===== config.mk =====
export PLATFORM = sky130hd
export DESIGN_NAME = cluster_task_dispatcher_unit
export DESIGN_NICKNAME = d
export VERILOG_FILES = /design/src/rtl/ctd_pkg.sv /design/src/rtl/ctd_ram.sv /design/src/rtl/ctd_ctrl.sv /design/src/rtl/ctd_datapath.sv /design/src/rtl/cluster_task_dispatcher_unit.sv
export SDC_FILE = /design/constraint.sdc
export NUM_CORES = 2
export LEC_CHECK = 0
export BUFFER_PORTS_ARGS = -buffer_cell sky130_fd_sc_hd__buf_2
export CORE_ASPECT_RATIO = 0.6
export CORE_MARGIN = 2
export CORE_UTILIZATION = 40
export DETAILED_ROUTE_END_ITERATION = 12
export GPL_TIMING_DRIVEN = 0
export PLACE_DENSITY = 0.65
export SYNTH_ARGS = -nofsm -noshare
export SYNTH_HDL_FRONTEND = slang
export SYNTH_SLANG_ARGS = --single-unit
export TNS_END_PERCENT = 10

===== constraint.sdc =====
create_clock -name aclk -period 7 [get_ports aclk]
set_input_delay 0.35 -clock aclk [delete_from_list [all_inputs] [get_ports aclk]]
set_output_delay 0.35 -clock aclk [all_outputs]
set_load 0.01 [all_outputs]

===== src/rtl/ctd_pkg.sv =====
// ----------------------------------------------------------------------------
// ctd_pkg
// shared constants, types and command structs of the cluster task dispatcher
// ----------------------------------------------------------------------------
`default_nettype none
package ctd_pkg;

    localparam int QUEUE_DEPTH = 16;
    localparam int MAX_CPU     = 64;
    localparam int MAX_SLOTS   = 64;

    localparam int CPU_W   = 7;
    localparam int QLIM_W  = 5;
    localparam int TICKS_W = 16;
    localparam int TCNT_W  = 32;
    localparam int CFG_W   = 7;
    localparam int CFG_IDX_W = 1;

    localparam logic [CFG_IDX_W-1:0] REG_TOTAL_CPU   = 1'd0;
    localparam logic [CFG_IDX_W-1:0] REG_QUEUE_LIMIT = 1'd1;

    // controller to datapath commands
    typedef struct packed {
        logic load;       // capture the input item and clear tick statistics
        logic scan;       // examine the slot at the scan index
        logic admit;      // admit or reject the captured task
        logic fetch;      // read the queue head
        logic dispatch;   // start the head in the found free slot
        logic finish;     // publish the result and advance the tick counter
    } ctd_cmd_t;

    // datapath to controller status
    typedef struct packed {
        logic scan_last;  // scan index sits on the last slot
        logic queue_empty;
        logic head_fits;  // head cpu need fits and a free slot exists
    } ctd_status_t;

endpackage
`default_nettype wire


===== src/rtl/ctd_ram.sv =====
// ----------------------------------------------------------------------------
// ctd_ram
// generic single-port-write, single-port-read ram with registered read
// ----------------------------------------------------------------------------
`default_nettype none
module ctd_ram #(
    parameter int WIDTH = 8,
    parameter int DEPTH = 16
) (
    input  wire logic                     aclk,
    input  wire logic                     we,
    input  wire logic [$clog2(DEPTH)-1:0] waddr,
    input  wire logic [WIDTH-1:0]         wdata,
    input  wire logic [$clog2(DEPTH)-1:0] raddr,
    output logic      [WIDTH-1:0]         rdata
);
    logic [WIDTH-1:0] mem [DEPTH];

    always_ff @(posedge aclk) begin
        if (we) begin
            mem[waddr] <= wdata;
        end
        rdata <= mem[raddr];
    end
endmodule
`default_nettype wire


===== src/rtl/ctd_ctrl.sv =====
// ----------------------------------------------------------------------------
// ctd_ctrl
// tick sequencer: retire scan, admit, dispatch loop, result handoff
// ----------------------------------------------------------------------------
`default_nettype none
module ctd_ctrl (
    input  wire logic                aclk,
    input  wire logic                aresetn,
    input  wire logic                s_valid,
    output logic                     s_ready,
    output logic                     m_valid,
    input  wire logic                m_ready,
    input  wire ctd_pkg::ctd_status_t status,
    output ctd_pkg::ctd_cmd_t        cmd
);
    typedef enum logic [6:0] {
        ST_IDLE  = 7'b0000001,
        ST_SCAN  = 7'b0000010,
        ST_ADMIT = 7'b0000100,
        ST_FETCH = 7'b0001000,
        ST_WAIT  = 7'b0010000,
        ST_DISP  = 7'b0100000,
        ST_DONE  = 7'b1000000
    } state_t;

    state_t state_reg, state_next;
    logic   out_valid_reg, out_valid_next;

    // the result register frees once taken, so a new item can start meanwhile
    assign s_ready = (state_reg == ST_IDLE);
    assign m_valid = out_valid_reg;

    always_comb begin
        state_next     = state_reg;
        out_valid_next = out_valid_reg;
        cmd            = '0;
        if (out_valid_reg && m_ready) begin
            out_valid_next = 1'b0;
        end
        case (state_reg)
            ST_IDLE: begin
                if (s_valid) begin
                    cmd.load   = 1'b1;
                    state_next = ST_SCAN;
                end
            end
            ST_SCAN: begin
                cmd.scan = 1'b1;
                if (status.scan_last) begin
                    state_next = ST_ADMIT;
                end
            end
            ST_ADMIT: begin
                cmd.admit  = 1'b1;
                state_next = ST_FETCH;
            end
            ST_FETCH: begin
                // issue the head read; the ram read is registered, so data is valid in the cycle after
                if (status.queue_empty) begin
                    state_next = ST_DONE;
                end else begin
                    cmd.fetch  = 1'b1;
                    state_next = ST_WAIT;
                end
            end
            ST_WAIT: begin
                state_next = ST_DISP;
            end
            ST_DISP: begin
                if (status.head_fits) begin
                    cmd.dispatch = 1'b1;
                    state_next   = ST_FETCH;
                end else begin
                    state_next = ST_DONE;
                end
            end
            ST_DONE: begin
                if (!out_valid_reg || m_ready) begin
                    cmd.finish     = 1'b1;
                    out_valid_next = 1'b1;
                    state_next     = ST_IDLE;
                end
            end
            default: begin
                state_next = ST_IDLE;
            end
        endcase
    end

    always_ff @(posedge aclk) begin
        if (!aresetn) begin
            state_reg     <= ST_IDLE;
            out_valid_reg <= 1'b0;
        end else begin
            state_reg     <= state_next;
            out_valid_reg <= out_valid_next;
        end
    end
endmodule
`default_nettype wire


===== src/rtl/ctd_datapath.sv =====
// ----------------------------------------------------------------------------
// ctd_datapath
// slot table, wait queue, cpu accounting and per-tick statistics
// ----------------------------------------------------------------------------
`default_nettype none
module ctd_datapath #(
    parameter int QUEUE_DEPTH = ctd_pkg::QUEUE_DEPTH,
    parameter int MAX_CPU     = ctd_pkg::MAX_CPU,
    parameter int MAX_SLOTS   = ctd_pkg::MAX_SLOTS
) (
    input  wire logic                            aclk,
    input  wire logic                            aresetn,
    input  wire logic                            cfg_we,
    input  wire logic [ctd_pkg::CFG_IDX_W-1:0]   cfg_index,
    input  wire logic [ctd_pkg::CFG_W-1:0]       cfg_data,
    input  wire logic                            s_task_valid,
    input  wire logic [ctd_pkg::CPU_W-1:0]       s_task_cpu,
    input  wire logic [ctd_pkg::TICKS_W-1:0]     s_task_ticks,
    input  wire ctd_pkg::ctd_cmd_t               cmd,
    output ctd_pkg::ctd_status_t                 status,
    output logic                                 m_task_appeared,
    output logic                                 m_task_rejected,
    output logic [6:0]                           m_completed_count,
    output logic [4:0]                           m_dispatched_count,
    output logic [6:0]                           m_busy_cpu,
    output logic                                 m_idle_tick,
    output logic [4:0]                           m_queued_tasks,
    output logic [6:0]                           m_running_tasks
);
    localparam int QA_W  = (QUEUE_DEPTH > 1) ? $clog2(QUEUE_DEPTH) : 1;
    localparam int QC_W  = $clog2(QUEUE_DEPTH + 1);
    localparam int SA_W  = (MAX_SLOTS > 1) ? $clog2(MAX_SLOTS) : 1;
    localparam int SC_W  = $clog2(MAX_SLOTS + 1);
    localparam int AC_W  = $clog2(MAX_CPU + 1) + 1;
    localparam int TC_W  = ctd_pkg::TCNT_W;
    localparam int TK_W  = ctd_pkg::TICKS_W;
    localparam int CP_W  = ctd_pkg::CPU_W;
    localparam int QE_W  = CP_W + TK_W;
    localparam int SE_W  = TC_W + TK_W + CP_W;
    localparam int QLW = ctd_pkg::QLIM_W;
    localparam logic [CP_W-1:0]   MAX_CPU_C = CP_W'(MAX_CPU);
    localparam logic [QLW-1:0]    QDEP_C    = QLW'(QUEUE_DEPTH);

    logic [CP_W-1:0]  total_cpu_reg;
    logic [QLW-1:0]   queue_limit_reg;
    logic [TC_W-1:0]  tick_reg;
    logic [QA_W-1:0]  head_reg;
    logic [QC_W-1:0]  count_reg;
    logic [MAX_SLOTS-1:0] busy_reg;
    logic [AC_W-1:0]  active_reg;
    logic [SA_W-1:0]  scan_reg;
    logic [SC_W-1:0]  running_reg;

    logic             in_valid_reg;
    logic [CP_W-1:0]  in_cpu_reg;
    logic [TK_W-1:0]  in_ticks_reg;
    logic             rejected_reg;
    logic [6:0]       completed_reg;
    logic [4:0]       dispatched_reg;

    // slot table ram: start, length, cpu
    logic [SE_W-1:0]  slot_rdata;
    logic [SE_W-1:0]  slot_wdata;
    logic [SA_W-1:0]  slot_raddr;
    logic [SA_W-1:0]  free_slot;
    logic             free_any;
    logic             scan_valid_reg;
    logic [SA_W-1:0]  scan_idx_reg;

    logic [QE_W-1:0]  q_rdata;
    logic [QA_W-1:0]  q_tail;
    logic             q_we;
    logic             admit_ok;

    logic [TC_W-1:0]  s_start;
    logic [TK_W-1:0]  s_len;
    logic [CP_W-1:0]  s_cpu;
    logic             retire;
    logic [CP_W-1:0]  h_cpu;
    logic [TK_W-1:0]  h_ticks;
    logic [AC_W-1:0]  head_sum;

    assign {s_start, s_len, s_cpu} = slot_rdata;
    assign {h_cpu, h_ticks}        = q_rdata;
    assign slot_raddr = scan_reg;
    assign slot_wdata = {tick_reg, h_ticks, h_cpu};

    ctd_ram #(.WIDTH(SE_W), .DEPTH(MAX_SLOTS)) u_slot_ram (
        .aclk  (aclk),
        .we    (cmd.dispatch),
        .waddr (free_slot),
        .wdata (slot_wdata),
        .raddr (slot_raddr),
        .rdata (slot_rdata)
    );

    assign q_tail = QA_W'((QC_W + QA_W + 1)'(head_reg) + (QC_W + QA_W + 1)'(count_reg)
                    - ((QC_W + QA_W + 1)'(head_reg) + (QC_W + QA_W + 1)'(count_reg)
                       >= (QC_W + QA_W + 1)'(QUEUE_DEPTH) ? (QC_W + QA_W + 1)'(QUEUE_DEPTH)
                                                         : '0));
    assign admit_ok = ((QLW+1)'(count_reg) < (QLW+1)'(queue_limit_reg))
                      && (count_reg < QC_W'(QUEUE_DEPTH))
                      && (in_cpu_reg <= total_cpu_reg);
    assign q_we = cmd.admit && in_valid_reg && admit_ok;

    ctd_ram #(.WIDTH(QE_W), .DEPTH(QUEUE_DEPTH)) u_queue_ram (
        .aclk  (aclk),
        .we    (q_we),
        .waddr (q_tail),
        .wdata ({in_cpu_reg, in_ticks_reg}),
        .raddr (head_reg),
        .rdata (q_rdata)
    );

    // lowest free slot, priority over the busy vector
    always_comb begin
        free_slot = '0;
        free_any  = 1'b0;
        for (int i = MAX_SLOTS - 1; i >= 0; i--) begin
            if (!busy_reg[i]) begin
                free_slot = SA_W'(i);
                free_any  = 1'b1;
            end
        end
    end

    assign retire   = scan_valid_reg && busy_reg[scan_idx_reg]
                      && ((tick_reg - s_start) == TC_W'(s_len));
    assign head_sum = active_reg + AC_W'(h_cpu);

    assign status.scan_last   = (scan_reg == SA_W'(MAX_SLOTS - 1));
    assign status.queue_empty = (count_reg == '0);
    assign status.head_fits   = free_any && (head_sum <= AC_W'(total_cpu_reg));

    always_ff @(posedge aclk) begin
        if (!aresetn) begin
            total_cpu_reg   <= MAX_CPU_C;
            queue_limit_reg <= QDEP_C;
            tick_reg        <= '0;
            head_reg        <= '0;
            count_reg       <= '0;
            busy_reg        <= '0;
            active_reg      <= '0;
            scan_reg        <= '0;
            scan_valid_reg  <= 1'b0;
            running_reg     <= '0;
        end else begin
            if (cfg_we && cfg_index == ctd_pkg::REG_TOTAL_CPU) begin
                total_cpu_reg <= (cfg_data > MAX_CPU_C) ? MAX_CPU_C : cfg_data;
            end
            if (cfg_we && cfg_index == ctd_pkg::REG_QUEUE_LIMIT) begin
                queue_limit_reg <= (cfg_data[QLW-1:0] > QDEP_C) ? QDEP_C : cfg_data[QLW-1:0];
            end
            // read data of slot scan_idx arrives in the cycle after the address
            scan_valid_reg <= cmd.scan;
            scan_idx_reg   <= scan_reg;
            if (cmd.scan) begin
                scan_reg <= status.scan_last ? '0 : scan_reg + 1'b1;
            end
            if (retire) begin
                busy_reg[scan_idx_reg] <= 1'b0;
                active_reg  <= (active_reg >= AC_W'(s_cpu)) ? active_reg - AC_W'(s_cpu) : '0;
                running_reg <= running_reg - 1'b1;
            end
            if (q_we) begin
                count_reg <= count_reg + 1'b1;
            end
            if (cmd.dispatch) begin
                busy_reg[free_slot] <= 1'b1;
                active_reg  <= head_sum;
                running_reg <= running_reg + 1'b1;
                head_reg    <= (head_reg == QA_W'(QUEUE_DEPTH - 1)) ? '0 : head_reg + 1'b1;
                count_reg   <= count_reg - 1'b1;
            end
            if (cmd.finish) begin
                tick_reg <= tick_reg + 1'b1;
            end
        end
    end

    always_ff @(posedge aclk) begin
        if (cmd.load) begin
            in_valid_reg   <= s_task_valid;
            in_cpu_reg     <= s_task_cpu;
            in_ticks_reg   <= s_task_ticks;
            rejected_reg   <= 1'b0;
            completed_reg  <= '0;
            dispatched_reg <= '0;
        end
        if (retire) begin
            completed_reg <= completed_reg + 1'b1;
        end
        if (cmd.admit && in_valid_reg && !admit_ok) begin
            rejected_reg <= 1'b1;
        end
        if (cmd.dispatch) begin
            dispatched_reg <= dispatched_reg + 1'b1;
        end
        if (cmd.finish) begin
            m_task_appeared    <= in_valid_reg;
            m_task_rejected    <= rejected_reg;
            m_completed_count  <= completed_reg;
            m_dispatched_count <= dispatched_reg;
            m_busy_cpu         <= 7'(active_reg);
            m_idle_tick        <= (active_reg == '0);
            m_queued_tasks     <= 5'(count_reg);
            m_running_tasks    <= 7'(running_reg);
        end
    end
endmodule
`default_nettype wire


===== src/rtl/cluster_task_dispatcher_unit.sv =====
// ----------------------------------------------------------------------------
// cluster_task_dispatcher_unit
// tick-driven cluster scheduler with a bounded wait queue and slot table
// ----------------------------------------------------------------------------
// Each input item is one tick, optionally carrying a new task (cpu need and
// duration). Per tick the block retires finished tasks, admits or rejects the
// new one, dispatches queue heads into free slots, then emits one result item
// with the tick statistics on the m_ channel.
// The retire scan reads one slot entry per cycle; each dispatch then takes a
// head read and a start. One item is processed at a time; the next is taken
// once a result is registered, also while that result waits, but a finished
// tick holds until the receiver takes the previous one.
// Configuration writes (cfg_we, cfg_index, cfg_data) land at once; issue them
// only while the block is idle. Synchronous reset aresetn clears the queue,
// the slot table busy bits, cpu use and the tick counter; total_cpu returns
// to 64 and queue_limit to 16.
// ----------------------------------------------------------------------------
`default_nettype none
module cluster_task_dispatcher_unit #(
    parameter int QUEUE_DEPTH = ctd_pkg::QUEUE_DEPTH,
    parameter int MAX_CPU     = ctd_pkg::MAX_CPU,
    parameter int MAX_SLOTS   = ctd_pkg::MAX_SLOTS
) (
    input  wire logic                           aclk,
    input  wire logic                           aresetn,
    input  wire logic                           cfg_we,
    input  wire logic [ctd_pkg::CFG_IDX_W-1:0]  cfg_index,
    input  wire logic [ctd_pkg::CFG_W-1:0]      cfg_data,
    input  wire logic                           s_valid,
    output logic                                s_ready,
    input  wire logic                           s_task_valid,
    input  wire logic [6:0]                     s_task_cpu,
    input  wire logic [15:0]                    s_task_ticks,
    output logic                                m_valid,
    input  wire logic                           m_ready,
    output logic                                m_task_appeared,
    output logic                                m_task_rejected,
    output logic [6:0]                          m_completed_count,
    output logic [4:0]                          m_dispatched_count,
    output logic [6:0]                          m_busy_cpu,
    output logic                                m_idle_tick,
    output logic [4:0]                          m_queued_tasks,
    output logic [6:0]                          m_running_tasks
);
    ctd_pkg::ctd_cmd_t    cmd;
    ctd_pkg::ctd_status_t status;

    ctd_ctrl u_ctrl (
        .aclk    (aclk),
        .aresetn (aresetn),
        .s_valid (s_valid),
        .s_ready (s_ready),
        .m_valid (m_valid),
        .m_ready (m_ready),
        .status  (status),
        .cmd     (cmd)
    );

    ctd_datapath #(
        .QUEUE_DEPTH (QUEUE_DEPTH),
        .MAX_CPU     (MAX_CPU),
        .MAX_SLOTS   (MAX_SLOTS)
    ) u_datapath (
        .aclk               (aclk),
        .aresetn            (aresetn),
        .cfg_we             (cfg_we),
        .cfg_index          (cfg_index),
        .cfg_data           (cfg_data),
        .s_task_valid       (s_task_valid),
        .s_task_cpu         (s_task_cpu),
        .s_task_ticks       (s_task_ticks),
        .cmd                (cmd),
        .status             (status),
        .m_task_appeared    (m_task_appeared),
        .m_task_rejected    (m_task_rejected),
        .m_completed_count  (m_completed_count),
        .m_dispatched_count (m_dispatched_count),
        .m_busy_cpu         (m_busy_cpu),
        .m_idle_tick        (m_idle_tick),
        .m_queued_tasks     (m_queued_tasks),
        .m_running_tasks    (m_running_tasks)
    );
endmodule
`default_nettype wire


Word-level counts from Yosys, hierarchy flattened
Memory sizes are Yosys's and may differ from the RTL's. A register that Yosys moved wholly into a read port is not among the register bits.
Cells that the tools add are included.

word-level totals
  flip-flop bits (word level) = 224
  bits in writable memories = 3,888
  input bits = 37
  word-level logic and storage cells = 267
  memories kept = 2

memory list
  name                        words  width  read ports  clocked after memory_dff  wr ports  line           RTL
  u_datapath.u_slot_ram.mem   64     55     1           1                         1         ctd_ram.sv:17  logic [WIDTH-1:0] mem [DEPTH];
  u_datapath.u_queue_ram.mem  16     23     1           1                         1         ctd_ram.sv:17

cells by class
  add/sub/neg operators = 14
  $lt $le $gt $ge = 11
  equality and inequality tests = 13
  mux-type cells = 173
  bitwise logic cells = 4
  reduce and logical (&&, ||, !) cells = 23

operators with widths
  operator                                                    count
  2-to-1 mux 6 bit                                            65
  2-to-1 mux 64 bit                                           3
  2-to-1 mux 1 bit                                            82
  2-to-1 mux 7 bit                                            10
  bitwise AND 64 bit                                          1
  NOT 64 bit                                                  1
  bitwise OR 64 bit                                           1
  case mux 7 bit (7 select lines)                             1
  adder 32 x 1 -> 32 bit, second input constant               1
  == test 32 x 16 -> 1 bit                                    1
  subtractor 32 bit                                           1
  2-to-1 mux 5 bit                                            5
  2-to-1 mux 8 bit                                            3
  adder 7 x 1 -> 7 bit, second input constant                 2
  less-than comparator 6 x 7 -> 1 bit, second input constant  2
  logical AND 1 bit                                           13
  demux 1 bit (select 6 bit)                                  2
  >= comparator 6 x 1 -> 1 bit, second input constant         2
  adder 5 x 1 -> 5 bit, second input constant                 2
  adder 8 x 7 -> 8 bit                                        1
  >= comparator 8 x 7 -> 1 bit                                1
  less-or-equal comparator 8 x 7 -> 1 bit                     1
  zero test 8 bit                                             1
  nonzero test 2 bit                                          4
  other kinds (30)                                            32

Longest topological paths before layout
  depth in word-level cells = 70
  gate-level depth with buffers = 23
  gate-level depth less buffers = 21

Modules after synthesis
From an unflattened synthesis, not the netlist that was laid out.

unflattened totals
  cell total of the unflattened synthesis = 7,988
  area total of the unflattened synthesis = 162,842.4 um2

modules (own cells, without submodules)
  module                            times used  cells an instance  area each (um2)
  ctd_ram (u_datapath.u_slot_ram)   1           5,701              134,024.8
  ctd_ram (u_datapath.u_queue_ram)  1           608                14,308.7
  ctd_datapath                      1           1,623              14,028.5
  ctd_ctrl                          1           56                 480.5

Worst setup path after synthesis
Ideal clock, no wire load.

  path kind = reg-to-reg
  start point = register u_datapath.u_queue_ram.rdata[17], read port of u_datapath.u_queue_ram.mem
  end point = memory u_datapath.u_slot_ram.mem[32][0] in the netlist's numbering, enable pin
  setup time = 0.468 ns
  data arrival time = 6.153 ns
  setup slack = 0.379 ns
  stages on the path, launching flop included = 16
  path buffers = 1
  cell sequence = dfxtp_1 > ha_1 > a21o_1 > a21oi_1 > o21ai_0 > nor2_1 > xnor2_1 > ha_1 > o21ai_0 > a21oi_1 > o31ai_1 > nand4_1 > clkbuf_1 > nor2_1 > nand2_1 > nor2_1

on the way
  word-level cells in the longest chain between the ends = 7

ends and longest elaborated chain
  item                                     line                 RTL
  start, declared                          ctd_ram.sv:15        output logic [WIDTH-1:0] rdata
  adder 8 x 7 -> 8 bit                     ctd_datapath.sv:129  assign head_sum = active_reg + AC_W'(h_cpu);
  less-or-equal comparator 8 x 7 -> 1 bit  ctd_datapath.sv:133  assign status.head_fits = free_any && (head_sum <= AC_W'(total_cpu_reg));
  logical AND 1 bit                        ctd_datapath.sv:133
  2-to-1 mux 1 bit                         ctd_ctrl.sv:70       if (status.head_fits) begin
  2-to-1 mux 1 bit                         ctd_ctrl.sv:40       case (state_reg)
  2-to-1 mux 1 bit                         ctd_ram.sv:20        if (we) begin
  2-to-1 mux 1 bit (implied by the code)   ctd_ram.sv:21        mem[waddr] <= wdata;
  end, declared                            ctd_ram.sv:17

Every way passes these cells.

Final worst setup path
  start point = register u_datapath.u_queue_ram.rdata[17], read port of u_datapath.u_queue_ram.mem
  end point = memory u_datapath.u_slot_ram.mem[38][19] in the netlist's numbering, enable pin

Same word-level chain as after synthesis.

==> run metrics <==
slew at the pin closest to its max-slew limit=1.41 ns; initial antenna violation count=40; Worst-Skew Late Latency=0.99 ns; Total Power=47.9 mW; Cell Pwr Density=255 nW/um2; Avg WL per Cell=33.3 um; Root Driver=clkbuf_16; IO Port Bufs=72; filler cell count in the final layout=32700; first-pass GRT wire length=631000 um; CP max stage cell=nor2_4; H-tree levels=5; top_reg_cell synth=edfxtp_1; Worst Path Required=7.59 ns; Via density=6.10; cts bufs inserted=363; Initial Util=40.2%; share of layout cells above drive strength 1=29.0%; Seq/Total Area, Yosys=75.8%; crit-path max cell delay=0.90 ns; maximum vdd drop=0.000253 V; Setup violations, final=0; ys async rst share=0%; clock skew=0.0923 ns; core area=405000 um2; gr usage total=21.6%; crit-path leading delay family=simple AND/OR/NAND/NOR gates; Hold Path Class=in -> reg; slew margin rel.=5.83%; Leak Pwr=51.7 nW; Mapped Area=163000 um2; number of distinct library cells after synthesis=85; Ports=73; vias in the first global route=80300; Critical Path End Type=register; total gr overflow=0; Buf/Inv on CP=3; synthesized netlist cell count=7280; Pre-Repair DR Iteration Count=6; most common cell after layout, fill and taps aside=edfxtp_1; final worst setup slack=0.279 ns; Die X=828 um; Post-DP HPWL=322000 um; DP Worst Slack=-0.226 ns; Max Slew Vio Count=0; Hold Fails Final Rpt=0; Worst Path Max Fanout=66; Syn Nets=7402; Largest register FFs=3520; Max Cap Viol=0; crit path DAT=7.32 ns; FP Rows=181; Max Buffers Root-to-Sink=4; initial drt markers=15200; status=completed; Syn Area/Cell=22.4 um2; Chip Height=498 um; critical path class=reg -> reg; Total Nets Final=8152; period utilization=96.0%; Worst-path clk slew=0.07 ns; DR DRC count=0; total die area=413000 um2; Vias=83700; Routed WL=457000 um; pin count of the biggest net entering global routing=70; Placer Congestion=0.901; worst-path cell chain=ha_1 -> a21o_1 -> a21oi_1 -> o21ai_0 -> nor2_1 -> xnor2_1 -> ha_1 -> o21ai_0 -> a21oi_1 -> o31ai_1 -> nand4_1 -> clkbuf_1 -> nor2_2 -> nand2_1 -> nor2_4 -> buf_12 -> buf_12; CTS tree=built; EDFF count, synth=3964; Startpoint Class=register; most frequent cells in the layout=3964 x edfxtp_1, 1276 x mux4_2, 366 x clkbuf_16; FF+latch count, synth=4190; setup_tns=0 ns; Clock Sinks=4190; f_max=0.149 GHz; antenna-violating nets left=0; setup repair after global routing missed its margin=yes; Tmin final=6.72 ns; area delta synth->final=15.5%; Yosys warnings=0
-- logic make-up (layout without fill, tap and decap cells) --
family	count (synthesis)	in the layout	share of synthesized area, %
flops	4190	4190	75.8
mux	1302	1302	17.8
simple gates	698	698	2.10
compound gates	468	468	2.07
buf+inv	452	1498	1.08
fa+ha+maj	85	85	0.680
xor+xnor	85	85	0.457
other cells	0	10	0
-- final timing paths --
| path | from | slack (ns) | depth (start not counted) | endpoint |
|---|---|---|---|---|
| setup / recovery | u_datapath.u_queue_ram.rdata[17] | 0.28 | 17 | u_datapath.u_slot_ram.mem[38][19] |
| hold / removal | s_task_cpu[1] | 0.08 | 2 | u_datapath.in_cpu_reg[1] |
| setup reg to reg | u_datapath.u_queue_ram.rdata[17] | 0.28 | 17 | u_datapath.u_slot_ram.mem[38][19] |
| hold reg to reg | u_datapath.completed_reg[6] | 0.42 | 0 | u_datapath.m_completed_count[6] |
-- worst reg2reg max path, stage by stage (launching register included) --
cell      delay [ns]
dfxtp_4         0.75
ha_1            0.35
a21o_1          0.16
a21oi_1         0.24
o21ai_0         0.18
nor2_1          0.16
xnor2_1         0.18
ha_1            0.29
o21ai_0         0.11
a21oi_1         0.08
o31ai_1         0.50
nand4_1         0.28
clkbuf_1        0.33
nor2_2          0.55
nand2_1         0.63
nor2_4          0.91
buf_12          0.29
buf_12          0.29
-- synth_stat cells (all sizes together) (12+ instances only) --
master  number  area, um2
edfxtp    3964     119000
a21o        31        233
or3         18        118
o21ai      134        671
nor3        32        160
o211ai      73        783
nand2      207        777
nor4        16        100
xor2        49        429
and3        18        113
inv         96        360
and2        21        131
buf        115        498
a21oi       81        405
dfxtp      226       4520
nand3       66        330
nor2b       16        100
a221oi      12        105
mux4      1276      28700
ha          79        988
mux2i       19        190
a31oi       18        113
clkbuf     240        901
nor2       180        681
o21a        16        120
nand4       45        282
nand2b      16        100
xnor2       36        315
-- where the power goes --
part           internal (mW)  switching (mW)
registers               27.1          0.0571
clock network           11.0            9.26
logic                  0.234           0.334
total                   38.3            9.65
-- through the flow --
stage / instances / hold WS [ns] / cell area [um2] / utilization (%)
6_report: 13700 / 0.0827 / 188000 / 46.4
5_1_grt: 13700 / 0.0388 / 188000 / 46.4
4_1_cts: 13700 / 0.00178 / 188000 / 46.4
3_5_place_dp: 13000 / 0.424 / 176000 / 43.4
3_3_place_gp: 12800 / 0.422 / 170000 / 42.0
2_1_floorplan: 7280 / 0.406 / 163000 / -
-- layout make-up --
type | count | area, um2 | share of cell area (%)
diodes | 10 | 25.0 | 0.0133
plain buffers | 355 | 1460 | 0.774
clock buffers | 453 | 9730 | 5.17
clock inverters | 208 | 1930 | 1.02
inverters | 97 | 364 | 0.193
multi-input cells | 2638 | 38300 | 20.3
flip-flops and latches | 4190 | 124000 | 65.7
well taps | 5398 | 6750 | 3.59
repair buffers | 385 | 6100 | 3.24
-- metal layers --
| metal | up-vias | track usage, % | wire length, um |
|---|---|---|---|
| li1 | 32500 | - | - |
| met1 | 44900 | 35.2 | 199000 |
| met2 | 5737 | 28.1 | 181000 |
| met3 | 624 | 6.66 | 66500 |
| met4 | 20 | 4.78 | 10200 |
| met5 | - | 0 | 134 |
-- timing repair --
item                                   in CTS  in global routing
hold buffers                               57                  0
endpoints found under the hold margin      53                  0
pin swaps                                   2                  4
setup buffers                               1                  2
resized for setup                           3                  1
setup endpoints to repair                 124                408
Note: power is estimated with default switching activity, not from simulation.
